--- src/hdl/snoc_pkg.sv ---
`timescale 1ns / 1ps
`default_nettype none

package snoc_pkg;

   // Fixed field widths of the datapath.
   localparam int CMD_BITS  = 16;
   localparam int TIME_BITS = 32;
   localparam int CFG_BITS  = 16;

   // Default width of the sample counter.
   localparam int DEF_COUNT_BITS = 16;

   // Configuration port geometry and reset values.
   localparam int ADDR_BITS = 3;
   localparam int DATA_BITS = 32;
   localparam logic [CFG_BITS-1:0] WINDOW_RESET = 16'd2000;
   localparam logic [CFG_BITS-1:0] ABORT_RESET  = 16'd300;

   // Register indexes, taken from the word address bit.
   localparam logic CSR_WINDOW = 1'b0;
   localparam logic CSR_ABORT  = 1'b1;

   // Input word actions.
   localparam logic ACT_RESTART = 1'b0;
   localparam logic ACT_SAMPLE  = 1'b1;

   typedef struct packed {
      logic                       action;
      logic [TIME_BITS-1:0]       now_ms;
      logic                       remote_present;
      logic signed [CMD_BITS-1:0] command_left;
      logic signed [CMD_BITS-1:0] command_right;
   } snoc_req_type;

   typedef struct packed {
      logic signed [CMD_BITS-1:0] adjusted_left;
      logic signed [CMD_BITS-1:0] adjusted_right;
      logic                       force_zero_drive;
      logic                       phase_now;
      logic                       abort_seen;
      logic signed [CMD_BITS-1:0] offset_left;
      logic signed [CMD_BITS-1:0] offset_right;
      logic [TIME_BITS-1:0]       elapsed_ms;
   } snoc_rsp_type;

   typedef struct packed {
      logic [CFG_BITS-1:0] window_ms;
      logic [CFG_BITS-1:0] abort_mag;
   } snoc_cfg_type;

   typedef struct packed {
      logic clear;
      logic accumulate;
      logic start;
   } snoc_lane_ctl_type;

   typedef struct packed {
      logic busy;
      logic done;
   } snoc_lane_stat_type;

endpackage

`default_nettype wire

--- src/hdl/startup_neutral_offset_calibrator.sv ---
`timescale 1ns / 1ps
`default_nettype none

// Startup neutral-offset calibrator. A restart word (action 0) records now_ms
// as the start time and clears the calibration; it returns no word. Each
// sample word (action 1) returns one result word. While the observation
// window runs, the result asks for zero drive, and the block latches an
// abort when either command magnitude reaches abort_magnitude, notes any
// sample without the remote link, and sums both commands over the samples
// that had the link. The sample whose elapsed time reaches observe_window_ms
// ends the window: if nothing aborted, the link stayed up and at least one
// sample was counted, the left and right lanes each divide their sum by the
// sample count, truncated toward zero, to form the neutral offsets;
// otherwise the offsets stay zero. Afterwards each result carries the
// commands minus the offsets, wrapped to 16 bits. A restart leaves the
// block ready for the next word in the following cycle; an ordinary sample
// waits in the held slot until its result moves into the output register,
// which holds it while the next word is taken in. The sample that ends the
// window with offsets to compute waits for the bit-serial restoring divider
// in each lane, which retires one quotient bit per cycle over the sum of
// 16 + COUNT_BITS bits. Registers sit at byte address 0 (observe_window_ms)
// and 4 (abort_magnitude) and may be written only while no word is in
// flight.
module startup_neutral_offset_calibrator #(
   parameter int COUNT_BITS = snoc_pkg::DEF_COUNT_BITS
) (
   input  wire logic                           clock,
   input  wire logic                           reset,
   input  wire logic                           req_valid,
   output logic                                req_ready,
   input  wire snoc_pkg::snoc_req_type         req_data,
   output logic                                rsp_valid,
   input  wire logic                           rsp_ready,
   output snoc_pkg::snoc_rsp_type              rsp_data,
   input  wire logic                           psel,
   input  wire logic                           penable,
   input  wire logic                           pwrite,
   input  wire logic [snoc_pkg::ADDR_BITS-1:0] paddr,
   input  wire logic [snoc_pkg::DATA_BITS-1:0] pwdata,
   output logic      [snoc_pkg::DATA_BITS-1:0] prdata,
   output logic                                pready
);
   import snoc_pkg::*;

   localparam logic ST_IDLE   = 1'b0;
   localparam logic ST_DIVIDE = 1'b1;

   snoc_cfg_type       cfg;
   snoc_lane_ctl_type  lane_ctl;
   snoc_lane_stat_type stat_left;
   snoc_lane_stat_type stat_right;
   logic signed [CMD_BITS-1:0] neutral_left;
   logic signed [CMD_BITS-1:0] neutral_right;

   // Calibration state.
   logic                       state_ff, state_in;
   logic [TIME_BITS-1:0]       start_time_ff, start_time_in;
   logic                       run_phase_ff, run_phase_in;
   logic                       present_ff, present_in;
   logic                       abort_ff, abort_in;
   logic [COUNT_BITS-1:0]      count_ff, count_in;

   // The accepted sample waits here until its result can be formed and sent.
   logic                       held_valid_ff, held_valid_in;
   logic signed [CMD_BITS-1:0] held_left_ff, held_left_in;
   logic signed [CMD_BITS-1:0] held_right_ff, held_right_in;
   logic [TIME_BITS-1:0]       held_elapsed_ff, held_elapsed_in;

   // Output register.
   logic                       rsp_valid_ff, rsp_valid_in;
   snoc_rsp_type               rsp_data_ff, rsp_data_in;

   logic                       accept;
   logic                       is_sample;
   logic                       observe_accept;
   logic [TIME_BITS-1:0]       elapsed;
   logic [CMD_BITS:0]          ext_left, ext_right;
   logic [CMD_BITS:0]          mag_left, mag_right;
   logic                       over_limit;
   logic                       present_next;
   logic                       abort_next;
   logic                       take;
   logic                       window_done;
   logic                       eligible;
   logic                       move_out;
   snoc_rsp_type               formed;

   snoc_csr u_csr (
      .clock   (clock),
      .reset   (reset),
      .psel    (psel),
      .penable (penable),
      .pwrite  (pwrite),
      .paddr   (paddr),
      .pwdata  (pwdata),
      .prdata  (prdata),
      .pready  (pready),
      .cfg     (cfg)
   );

   // Only one word waits in the held slot at a time; the slot frees as soon as its
   // result moves into the output register.
   assign req_ready      = (state_ff == ST_IDLE) && !held_valid_ff;
   assign accept         = req_valid && req_ready;
   assign is_sample      = (req_data.action == ACT_SAMPLE);
   assign observe_accept = accept && is_sample && !run_phase_ff;

   assign elapsed = req_data.now_ms - start_time_ff;

   // Magnitudes in 17 bits so that the most negative command reads as 32768.
   assign ext_left  = {req_data.command_left[CMD_BITS-1], req_data.command_left};
   assign ext_right = {req_data.command_right[CMD_BITS-1], req_data.command_right};
   assign mag_left  = ext_left[CMD_BITS] ? (~ext_left + 1'b1) : ext_left;
   assign mag_right = ext_right[CMD_BITS] ? (~ext_right + 1'b1) : ext_right;
   assign over_limit = (mag_left >= {1'b0, cfg.abort_mag}) ||
                       (mag_right >= {1'b0, cfg.abort_mag});

   assign present_next = present_ff && req_data.remote_present;
   assign abort_next   = abort_ff || over_limit;
   // Once the count saturates, the sums stop growing as well.
   assign take         = req_data.remote_present && (count_ff != '1);
   assign window_done  = elapsed >= {{(TIME_BITS-CFG_BITS){1'b0}}, cfg.window_ms};
   assign eligible     = present_next && !abort_next && ((count_ff != '0) || take);

   assign lane_ctl.clear      = accept && !is_sample;
   assign lane_ctl.accumulate = observe_accept && take;
   assign lane_ctl.start      = observe_accept && window_done && eligible;

   snoc_lane #(
      .COUNT_BITS (COUNT_BITS)
   ) u_lane_left (
      .clock   (clock),
      .reset   (reset),
      .ctl     (lane_ctl),
      .command (req_data.command_left),
      .divisor (count_ff),
      .stat    (stat_left),
      .neutral (neutral_left)
   );

   snoc_lane #(
      .COUNT_BITS (COUNT_BITS)
   ) u_lane_right (
      .clock   (clock),
      .reset   (reset),
      .ctl     (lane_ctl),
      .command (req_data.command_right),
      .divisor (count_ff),
      .stat    (stat_right),
      .neutral (neutral_right)
   );

   // Merge stage: the held sample and the lane offsets form the result word.
   always_comb begin
      formed.adjusted_left    = run_phase_ff ? (held_left_ff - neutral_left) : held_left_ff;
      formed.adjusted_right   = run_phase_ff ? (held_right_ff - neutral_right) : held_right_ff;
      formed.force_zero_drive = !run_phase_ff;
      formed.phase_now        = run_phase_ff;
      formed.abort_seen       = abort_ff;
      formed.offset_left      = neutral_left;
      formed.offset_right     = neutral_right;
      formed.elapsed_ms       = held_elapsed_ff;
   end

   assign move_out = held_valid_ff && (!rsp_valid_ff || rsp_ready);

   always_comb begin
      state_in        = state_ff;
      start_time_in   = start_time_ff;
      run_phase_in    = run_phase_ff;
      present_in      = present_ff;
      abort_in        = abort_ff;
      count_in        = count_ff;
      held_valid_in   = held_valid_ff;
      held_left_in    = held_left_ff;
      held_right_in   = held_right_ff;
      held_elapsed_in = held_elapsed_ff;
      rsp_valid_in    = rsp_valid_ff;
      rsp_data_in     = rsp_data_ff;

      if (move_out) begin
         rsp_valid_in  = 1'b1;
         rsp_data_in   = formed;
         held_valid_in = 1'b0;
      end else if (rsp_ready) begin
         rsp_valid_in = 1'b0;
      end

      if (accept && !is_sample) begin
         start_time_in = req_data.now_ms;
         run_phase_in  = 1'b0;
         present_in    = 1'b1;
         abort_in      = 1'b0;
         count_in      = '0;
      end

      if (observe_accept) begin
         present_in = present_next;
         abort_in   = abort_next;
         if (take) begin
            count_in = count_ff + 1'b1;
         end
         if (window_done) begin
            run_phase_in = 1'b1;
         end
      end

      if (accept && is_sample) begin
         held_left_in    = req_data.command_left;
         held_right_in   = req_data.command_right;
         held_elapsed_in = elapsed;
         held_valid_in   = !lane_ctl.start;
      end

      unique case (state_ff)
         ST_IDLE: begin
            if (lane_ctl.start) begin
               state_in = ST_DIVIDE;
            end
         end
         ST_DIVIDE: begin
            // Both lanes run in lockstep, so the left lane marks the end.
            if (stat_left.done) begin
               state_in      = ST_IDLE;
               held_valid_in = 1'b1;
            end
         end
         default: begin
            state_in = ST_IDLE;
         end
      endcase
   end

   always_ff @(posedge clock) begin
      if (reset) begin
         state_ff      <= ST_IDLE;
         start_time_ff <= '0;
         run_phase_ff  <= 1'b0;
         present_ff    <= 1'b1;
         abort_ff      <= 1'b0;
         count_ff      <= '0;
         held_valid_ff <= 1'b0;
         rsp_valid_ff  <= 1'b0;
      end else begin
         state_ff      <= state_in;
         start_time_ff <= start_time_in;
         run_phase_ff  <= run_phase_in;
         present_ff    <= present_in;
         abort_ff      <= abort_in;
         count_ff      <= count_in;
         held_valid_ff <= held_valid_in;
         rsp_valid_ff  <= rsp_valid_in;
      end
   end

   always_ff @(posedge clock) begin
      held_left_ff    <= held_left_in;
      held_right_ff   <= held_right_in;
      held_elapsed_ff <= held_elapsed_in;
      rsp_data_ff     <= rsp_data_in;
   end

   assign rsp_valid = rsp_valid_ff;
   assign rsp_data  = rsp_data_ff;

`ifndef SYNTHESIS
   // The two lanes start together and have the same latency.
   assert property (@(posedge clock) disable iff (reset)
      (stat_left.busy == stat_right.busy) && (stat_left.done == stat_right.done))
      else $error("calibration lanes out of step");

   // Offsets stay zero until the observation window has ended.
   assert property (@(posedge clock) disable iff (reset)
      !run_phase_ff |-> (neutral_left == '0) && (neutral_right == '0))
      else $error("nonzero offset while observing");

   // No result is pending while the dividers are still working.
   assert property (@(posedge clock) disable iff (reset)
      (state_ff == ST_DIVIDE) |-> !held_valid_ff && stat_left.busy)
      else $error("result pending during offset division");

   // A result asks for zero drive exactly when it was produced while observing.
   assert property (@(posedge clock) disable iff (reset)
      rsp_valid |-> (rsp_data.force_zero_drive != rsp_data.phase_now))
      else $error("drive hold and phase disagree");

   // The sample count is never zero while a division runs.
   assert property (@(posedge clock) disable iff (reset)
      stat_left.busy |-> (count_ff != '0))
      else $error("division started with an empty sample count");
`endif

endmodule

`default_nettype wire

--- src/hdl/snoc_csr.sv ---
`timescale 1ns / 1ps
`default_nettype none

module snoc_csr (
   input  wire logic                                clock,
   input  wire logic                                reset,
   input  wire logic                                psel,
   input  wire logic                                penable,
   input  wire logic                                pwrite,
   input  wire logic [snoc_pkg::ADDR_BITS-1:0]      paddr,
   input  wire logic [snoc_pkg::DATA_BITS-1:0]      pwdata,
   output logic      [snoc_pkg::DATA_BITS-1:0]      prdata,
   output logic                                     pready,
   output snoc_pkg::snoc_cfg_type                   cfg
);
   import snoc_pkg::*;

   logic [CFG_BITS-1:0] window_ff, window_in;
   logic [CFG_BITS-1:0] abort_ff, abort_in;
   logic                write_en;
   logic                reg_index;

   assign pready    = 1'b1;
   assign write_en  = psel && penable && pwrite;
   assign reg_index = paddr[ADDR_BITS-1];

   always_comb begin
      window_in = window_ff;
      abort_in  = abort_ff;
      prdata    = '0;
      unique case (reg_index)
         CSR_WINDOW: begin
            prdata = {{(DATA_BITS-CFG_BITS){1'b0}}, window_ff};
            if (write_en) begin
               window_in = pwdata[CFG_BITS-1:0];
            end
         end
         CSR_ABORT: begin
            prdata = {{(DATA_BITS-CFG_BITS){1'b0}}, abort_ff};
            if (write_en) begin
               abort_in = pwdata[CFG_BITS-1:0];
            end
         end
         default: begin
            prdata = '0;
         end
      endcase
   end

   always_ff @(posedge clock) begin
      if (reset) begin
         window_ff <= WINDOW_RESET;
         abort_ff  <= ABORT_RESET;
      end else begin
         window_ff <= window_in;
         abort_ff  <= abort_in;
      end
   end

   assign cfg.window_ms = window_ff;
   assign cfg.abort_mag = abort_ff;

endmodule

`default_nettype wire

--- src/hdl/snoc_lane.sv ---
`timescale 1ns / 1ps
`default_nettype none

// One command lane: a signed running sum and a bit-serial restoring divider
// that turns the sum into the neutral offset, truncated toward zero.
module snoc_lane #(
   parameter int COUNT_BITS = snoc_pkg::DEF_COUNT_BITS
) (
   input  wire logic                                clock,
   input  wire logic                                reset,
   input  wire snoc_pkg::snoc_lane_ctl_type         ctl,
   input  wire logic signed [snoc_pkg::CMD_BITS-1:0] command,
   input  wire logic [COUNT_BITS-1:0]               divisor,
   output snoc_pkg::snoc_lane_stat_type             stat,
   output logic signed [snoc_pkg::CMD_BITS-1:0]     neutral
);
   import snoc_pkg::*;

   localparam int SUM_BITS  = CMD_BITS + COUNT_BITS;
   localparam int STEP_BITS = $clog2(SUM_BITS + 1);

   localparam logic [1:0] LS_IDLE   = 2'd0;
   localparam logic [1:0] LS_LOAD   = 2'd1;
   localparam logic [1:0] LS_STEP   = 2'd2;
   localparam logic [1:0] LS_FINISH = 2'd3;

   logic [1:0]                 state_ff, state_in;
   logic signed [SUM_BITS-1:0] sum_ff, sum_in;
   logic [COUNT_BITS:0]        rem_ff, rem_in;
   logic [SUM_BITS-1:0]        quo_ff, quo_in;
   logic                       neg_ff, neg_in;
   logic [STEP_BITS-1:0]       step_ff, step_in;
   logic signed [CMD_BITS-1:0] neutral_ff, neutral_in;

   logic [SUM_BITS-1:0]        sum_ext;
   logic [COUNT_BITS:0]        shifted;
   logic [COUNT_BITS+1:0]      trial;
   logic [CMD_BITS-1:0]        qmag;

   assign sum_ext = {{COUNT_BITS{command[CMD_BITS-1]}}, command};
   assign shifted = {rem_ff[COUNT_BITS-1:0], quo_ff[SUM_BITS-1]};
   assign trial   = {1'b0, shifted} - {2'b00, divisor};
   assign qmag    = quo_ff[CMD_BITS-1:0];

   always_comb begin
      state_in   = state_ff;
      sum_in     = sum_ff;
      rem_in     = rem_ff;
      quo_in     = quo_ff;
      neg_in     = neg_ff;
      step_in    = step_ff;
      neutral_in = neutral_ff;
      if (ctl.clear) begin
         sum_in     = '0;
         neutral_in = '0;
         state_in   = LS_IDLE;
      end else begin
         unique case (state_ff)
            LS_IDLE: begin
               if (ctl.accumulate) begin
                  sum_in = sum_ff + $signed(sum_ext);
               end
               if (ctl.start) begin
                  state_in = LS_LOAD;
               end
            end
            LS_LOAD: begin
               // Divide magnitudes; the sign goes back on at the end.
               neg_in   = sum_ff[SUM_BITS-1];
               quo_in   = sum_ff[SUM_BITS-1] ? (~sum_ff + 1'b1) : sum_ff;
               rem_in   = '0;
               step_in  = '0;
               state_in = LS_STEP;
            end
            LS_STEP: begin
               if (!trial[COUNT_BITS+1]) begin
                  rem_in = trial[COUNT_BITS:0];
                  quo_in = {quo_ff[SUM_BITS-2:0], 1'b1};
               end else begin
                  rem_in = shifted;
                  quo_in = {quo_ff[SUM_BITS-2:0], 1'b0};
               end
               step_in = step_ff + 1'b1;
               if (step_ff == STEP_BITS'(SUM_BITS - 1)) begin
                  state_in = LS_FINISH;
               end
            end
            LS_FINISH: begin
               neutral_in = neg_ff ? (~qmag + 1'b1) : qmag;
               state_in   = LS_IDLE;
            end
            default: begin
               state_in = LS_IDLE;
            end
         endcase
      end
   end

   always_ff @(posedge clock) begin
      if (reset) begin
         state_ff   <= LS_IDLE;
         sum_ff     <= '0;
         neutral_ff <= '0;
      end else begin
         state_ff   <= state_in;
         sum_ff     <= sum_in;
         neutral_ff <= neutral_in;
      end
   end

   always_ff @(posedge clock) begin
      rem_ff  <= rem_in;
      quo_ff  <= quo_in;
      neg_ff  <= neg_in;
      step_ff <= step_in;
   end

   assign stat.busy = (state_ff != LS_IDLE);
   assign stat.done = (state_ff == LS_FINISH);
   assign neutral   = neutral_ff;

endmodule

`default_nettype wire
--- config.mk ---
export PLATFORM = sky130hd
export DESIGN_NAME = startup_neutral_offset_calibrator
export DESIGN_NICKNAME = d
export VERILOG_FILES = /design/src/hdl/snoc_pkg.sv /design/src/hdl/startup_neutral_offset_calibrator.sv /design/src/hdl/snoc_csr.sv /design/src/hdl/snoc_lane.sv
export SDC_FILE = /design/constraint.sdc
export NUM_CORES = 1
export LEC_CHECK = 0
export BUFFER_PORTS_ARGS = -buffer_cell sky130_fd_sc_hd__buf_4
export CELL_PAD_IN_SITES_DETAIL_PLACEMENT = 2
export CELL_PAD_IN_SITES_GLOBAL_PLACEMENT = 2
export CORE_MARGIN = 2
export CORE_UTILIZATION = 39
export CTS_BUF_LIST = sky130_fd_sc_hd__clkbuf_16
export DETAILED_ROUTE_END_ITERATION = 7
export GPL_ROUTABILITY_DRIVEN = 0
export GPL_TIMING_DRIVEN = 0
export HOLD_SLACK_MARGIN = 0.03
export PLACE_DENSITY_LB_ADDON = 0.1
export SLEW_MARGIN = 40
export SYNTH_ARGS = -nofsm -noshare
export SYNTH_HDL_FRONTEND = slang
export SYNTH_HIERARCHICAL = 1
export SYNTH_SLANG_ARGS = --single-unit
--- constraint.sdc ---
create_clock -name clock -period 7.5 [get_ports clock]
set_input_delay 0 -clock clock [delete_from_list [all_inputs] [get_ports clock]]
set_output_delay 0 -clock clock [all_outputs]
set_load 0.03 [all_outputs]
==> impl_metrics.tcl <==
set metrics [dict create \
    worstHoldStart "req_valid" \
    final_area_um2 34900 \
    ff2ff_path_depth 22 \
    setup_violations 0 \
    cts-buffers-inserted 55 \
    power_density_nw_per_um2 192 \
    cts-root-buf "clkbuf_16" \
    grt_max_degree 35 \
    final_cell_mix "nand2_1 (362), edfxtp_1 (273), a21oi_1 (235)" \
    dieWidth_um 277 \
    clkTransAtPathRegs_ns 0.08 \
    cp.arrival_ns 6.49 \
    drc 0 \
    hold_viol 0 \
    skew_ns 0.0366 \
    overflow 0 \
    die_h_um 277 \
    fmax_mhz 166 \
    leakage_nw 13.4 \
    regToRegSetupSlack_ns 1.47 \
    clockBufferDepth 3 \
    hpwlAfterDp_mm 82.5 \
    r2r-end "u_lane_right/state_ff[1]" \
    layout.nets 3847 \
    dr.pass1.iters 5 \
    maxSlewHeadroom_pct 42.5 \
    crit_type "reg2reg" \
    maxCapViolCount 0 \
    start_util_pct 39.2 \
    yosys_warnings 6 \
    status "completed" \
    cts_tree "done" \
    post-route-period-util_pct 80.4 \
    ant_nets 0 \
    drive_above_1_share_pct 12.0 \
    dieArea_um2 76700 \
    wl_mm 114 \
    design.core.area_um2 74100 \
    slew_viol_final 0 \
    startpoint_type "register" \
    cts.sinks 459 \
    endpoint_kind "register" \
    critPathMaxFanout 4 \
    cts_resized 0 \
    drt_iter0_markers 1596 \
    fin_util_pct 47.1 \
    synth_area_um2 29100 \
    placed_area_um2 32200 \
    htreeDepth 2 \
    peakVddDrop_v 0.000152 \
    holdPathStages 2 \
    r2r_start "start_time_ff[0]" \
    vias 25944 \
    portBuffers 206 \
    ioPinCount 242 \
    tightest_slew_ns 0.850 \
    hold_path_end "held_elapsed_ff[18]" \
    layout_commonest_cell "nand2_1" \
    grt_pass1_wl_mm 174 \
    num_rows 100 \
    rsz0062_at_grt "false" \
    routedWlPerCell_um 25.1 \
    first_global_vias 28993 \
    antenna_found_initial 12 \
    hold_path_class "in2reg" \
    post-route-min-period_ns 6.03 \
    postSynthCellCount 3124 \
    avgSynthCellArea_um2 9.30 \
    avgViaCountPerCell 5.72 \
    gr-usage-all-layers_pct 29.0 \
    clk_latency_ns 0.64 \
    required_ns 7.97 \
    area_growth_pct 20.2 \
]
-- layer usage --
| layer | GRT usage, % | vias up | wire (um) |
|---|---|---|---|
| met3 | 3.98 | 252 | 4090 |
| met1 | 35.8 | 13071 | 48600 |
| met4 | 13.2 | 2 | 5450 |
| met5 | 0 | - | 12 |
| li1 | - | 12037 | - |
| met2 | 50.2 | 582 | 55500 |
-- final cells by class --
type                            instances  area, um^2
Buffer                                123         606
Fill cell                            7928       39100
Clock buffer                           60        1500
Clock inverter                         43         260
Inverter                              189         709
Multi-Input combinational cell       2368       15900
Timing Repair Buffer                  313        2760
Sequential cell                       459       11900
Antenna cell                           13        32.5
Tap cell                              969        1210
-- critical path, cell delays in order, from the launching register on --
cell and delay (ns):
dfxtp_1 0.37, ha_1 0.21, inv_1 0.07, fa_1 0.45, a211oi_1 0.50, o211ai_2 0.25
a21boi_0 0.39, o21ai_0 0.19, xor2_1 0.29, ha_1 0.33, nor2b_1 0.15, o21ai_0 0.25
nand2b_1 0.18, nor3_1 0.25, a21oi_1 0.09, or4_4 0.48, nor4_1 0.40, a21o_1 0.22
nor2_1 0.17, nand2b_1 0.24, nand2_1 0.12, mux2i_1 0.19, nor2_1 0.05
-- stage by stage --
stage	setup TNS (ns)	power [mW]	instances	setup WS, ns	hold slack [ns]
after global routing	0	6.94	4536	1.34	0.0622
after CTS	0	6.69	4523	2.03	0.0391
final	0	6.71	4537	1.47	0.0688
after detailed placement	0	3.97	4327	2.10	0.243
after global placement	-40.71	3.89	4314	-0.428	0.242
after floorplan	0	3.56	3139	1.95	0.0989
-- power by group --
| group | switching (mW) | internal, mW |
|---|---|---|
| Combinational | 0.753 | 0.443 |
| Clock | 1.18 | 1.50 |
| Sequential | 0.0674 | 2.77 |
| Total | 2.00 | 4.71 |
-- how the worst max path moves through the flow --
stage | start | endpoint | slack (ns)
after floorplan | rsp_valid | rsp_data[0] | 1.95
after global placement | rsp_valid | rsp_data[55] | -0.43
after detailed placement | start_time_ff[0] | u_lane_right/state_ff[1] | 2.10
after CTS | start_time_ff[0] | u_lane_right/state_ff[1] | 2.03
after global routing | start_time_ff[0] | u_lane_right/state_ff[1] | 1.34
final | start_time_ff[0] | u_lane_right/state_ff[1] | 1.47
-- what timing repair did --
item / CTS / global route
hold buffers: 93 / 0
endpoints found under the setup margin: 0 / 0
buffers inserted: 0 / 0
endpoints found under the hold margin: 136 / 0
-- flip-flops by register name, summed over array words and instances (netlist names), 2 cells and up --
signal                 cells
rsp_data                  99
held_elapsed_ff           32
start_time_ff             32
u_lane_left/quo_ff        32
u_lane_left/sum_ff        32
u_lane_right/quo_ff       32
u_lane_right/sum_ff       32
count_ff                  16
held_left_ff              16
held_right_ff             16
u_csr/abort_ff            16
u_csr/window_ff           16
u_lane_left/neutral       16
u_lane_left/rem_ff        16
u_lane_right/neutral      16
u_lane_right/rem_ff       16
u_lane_left/step_ff        6
u_lane_right/step_ff       6
u_lane_left/state_ff       2
u_lane_right/state_ff      2
Power figures use the tool's default switching activity.
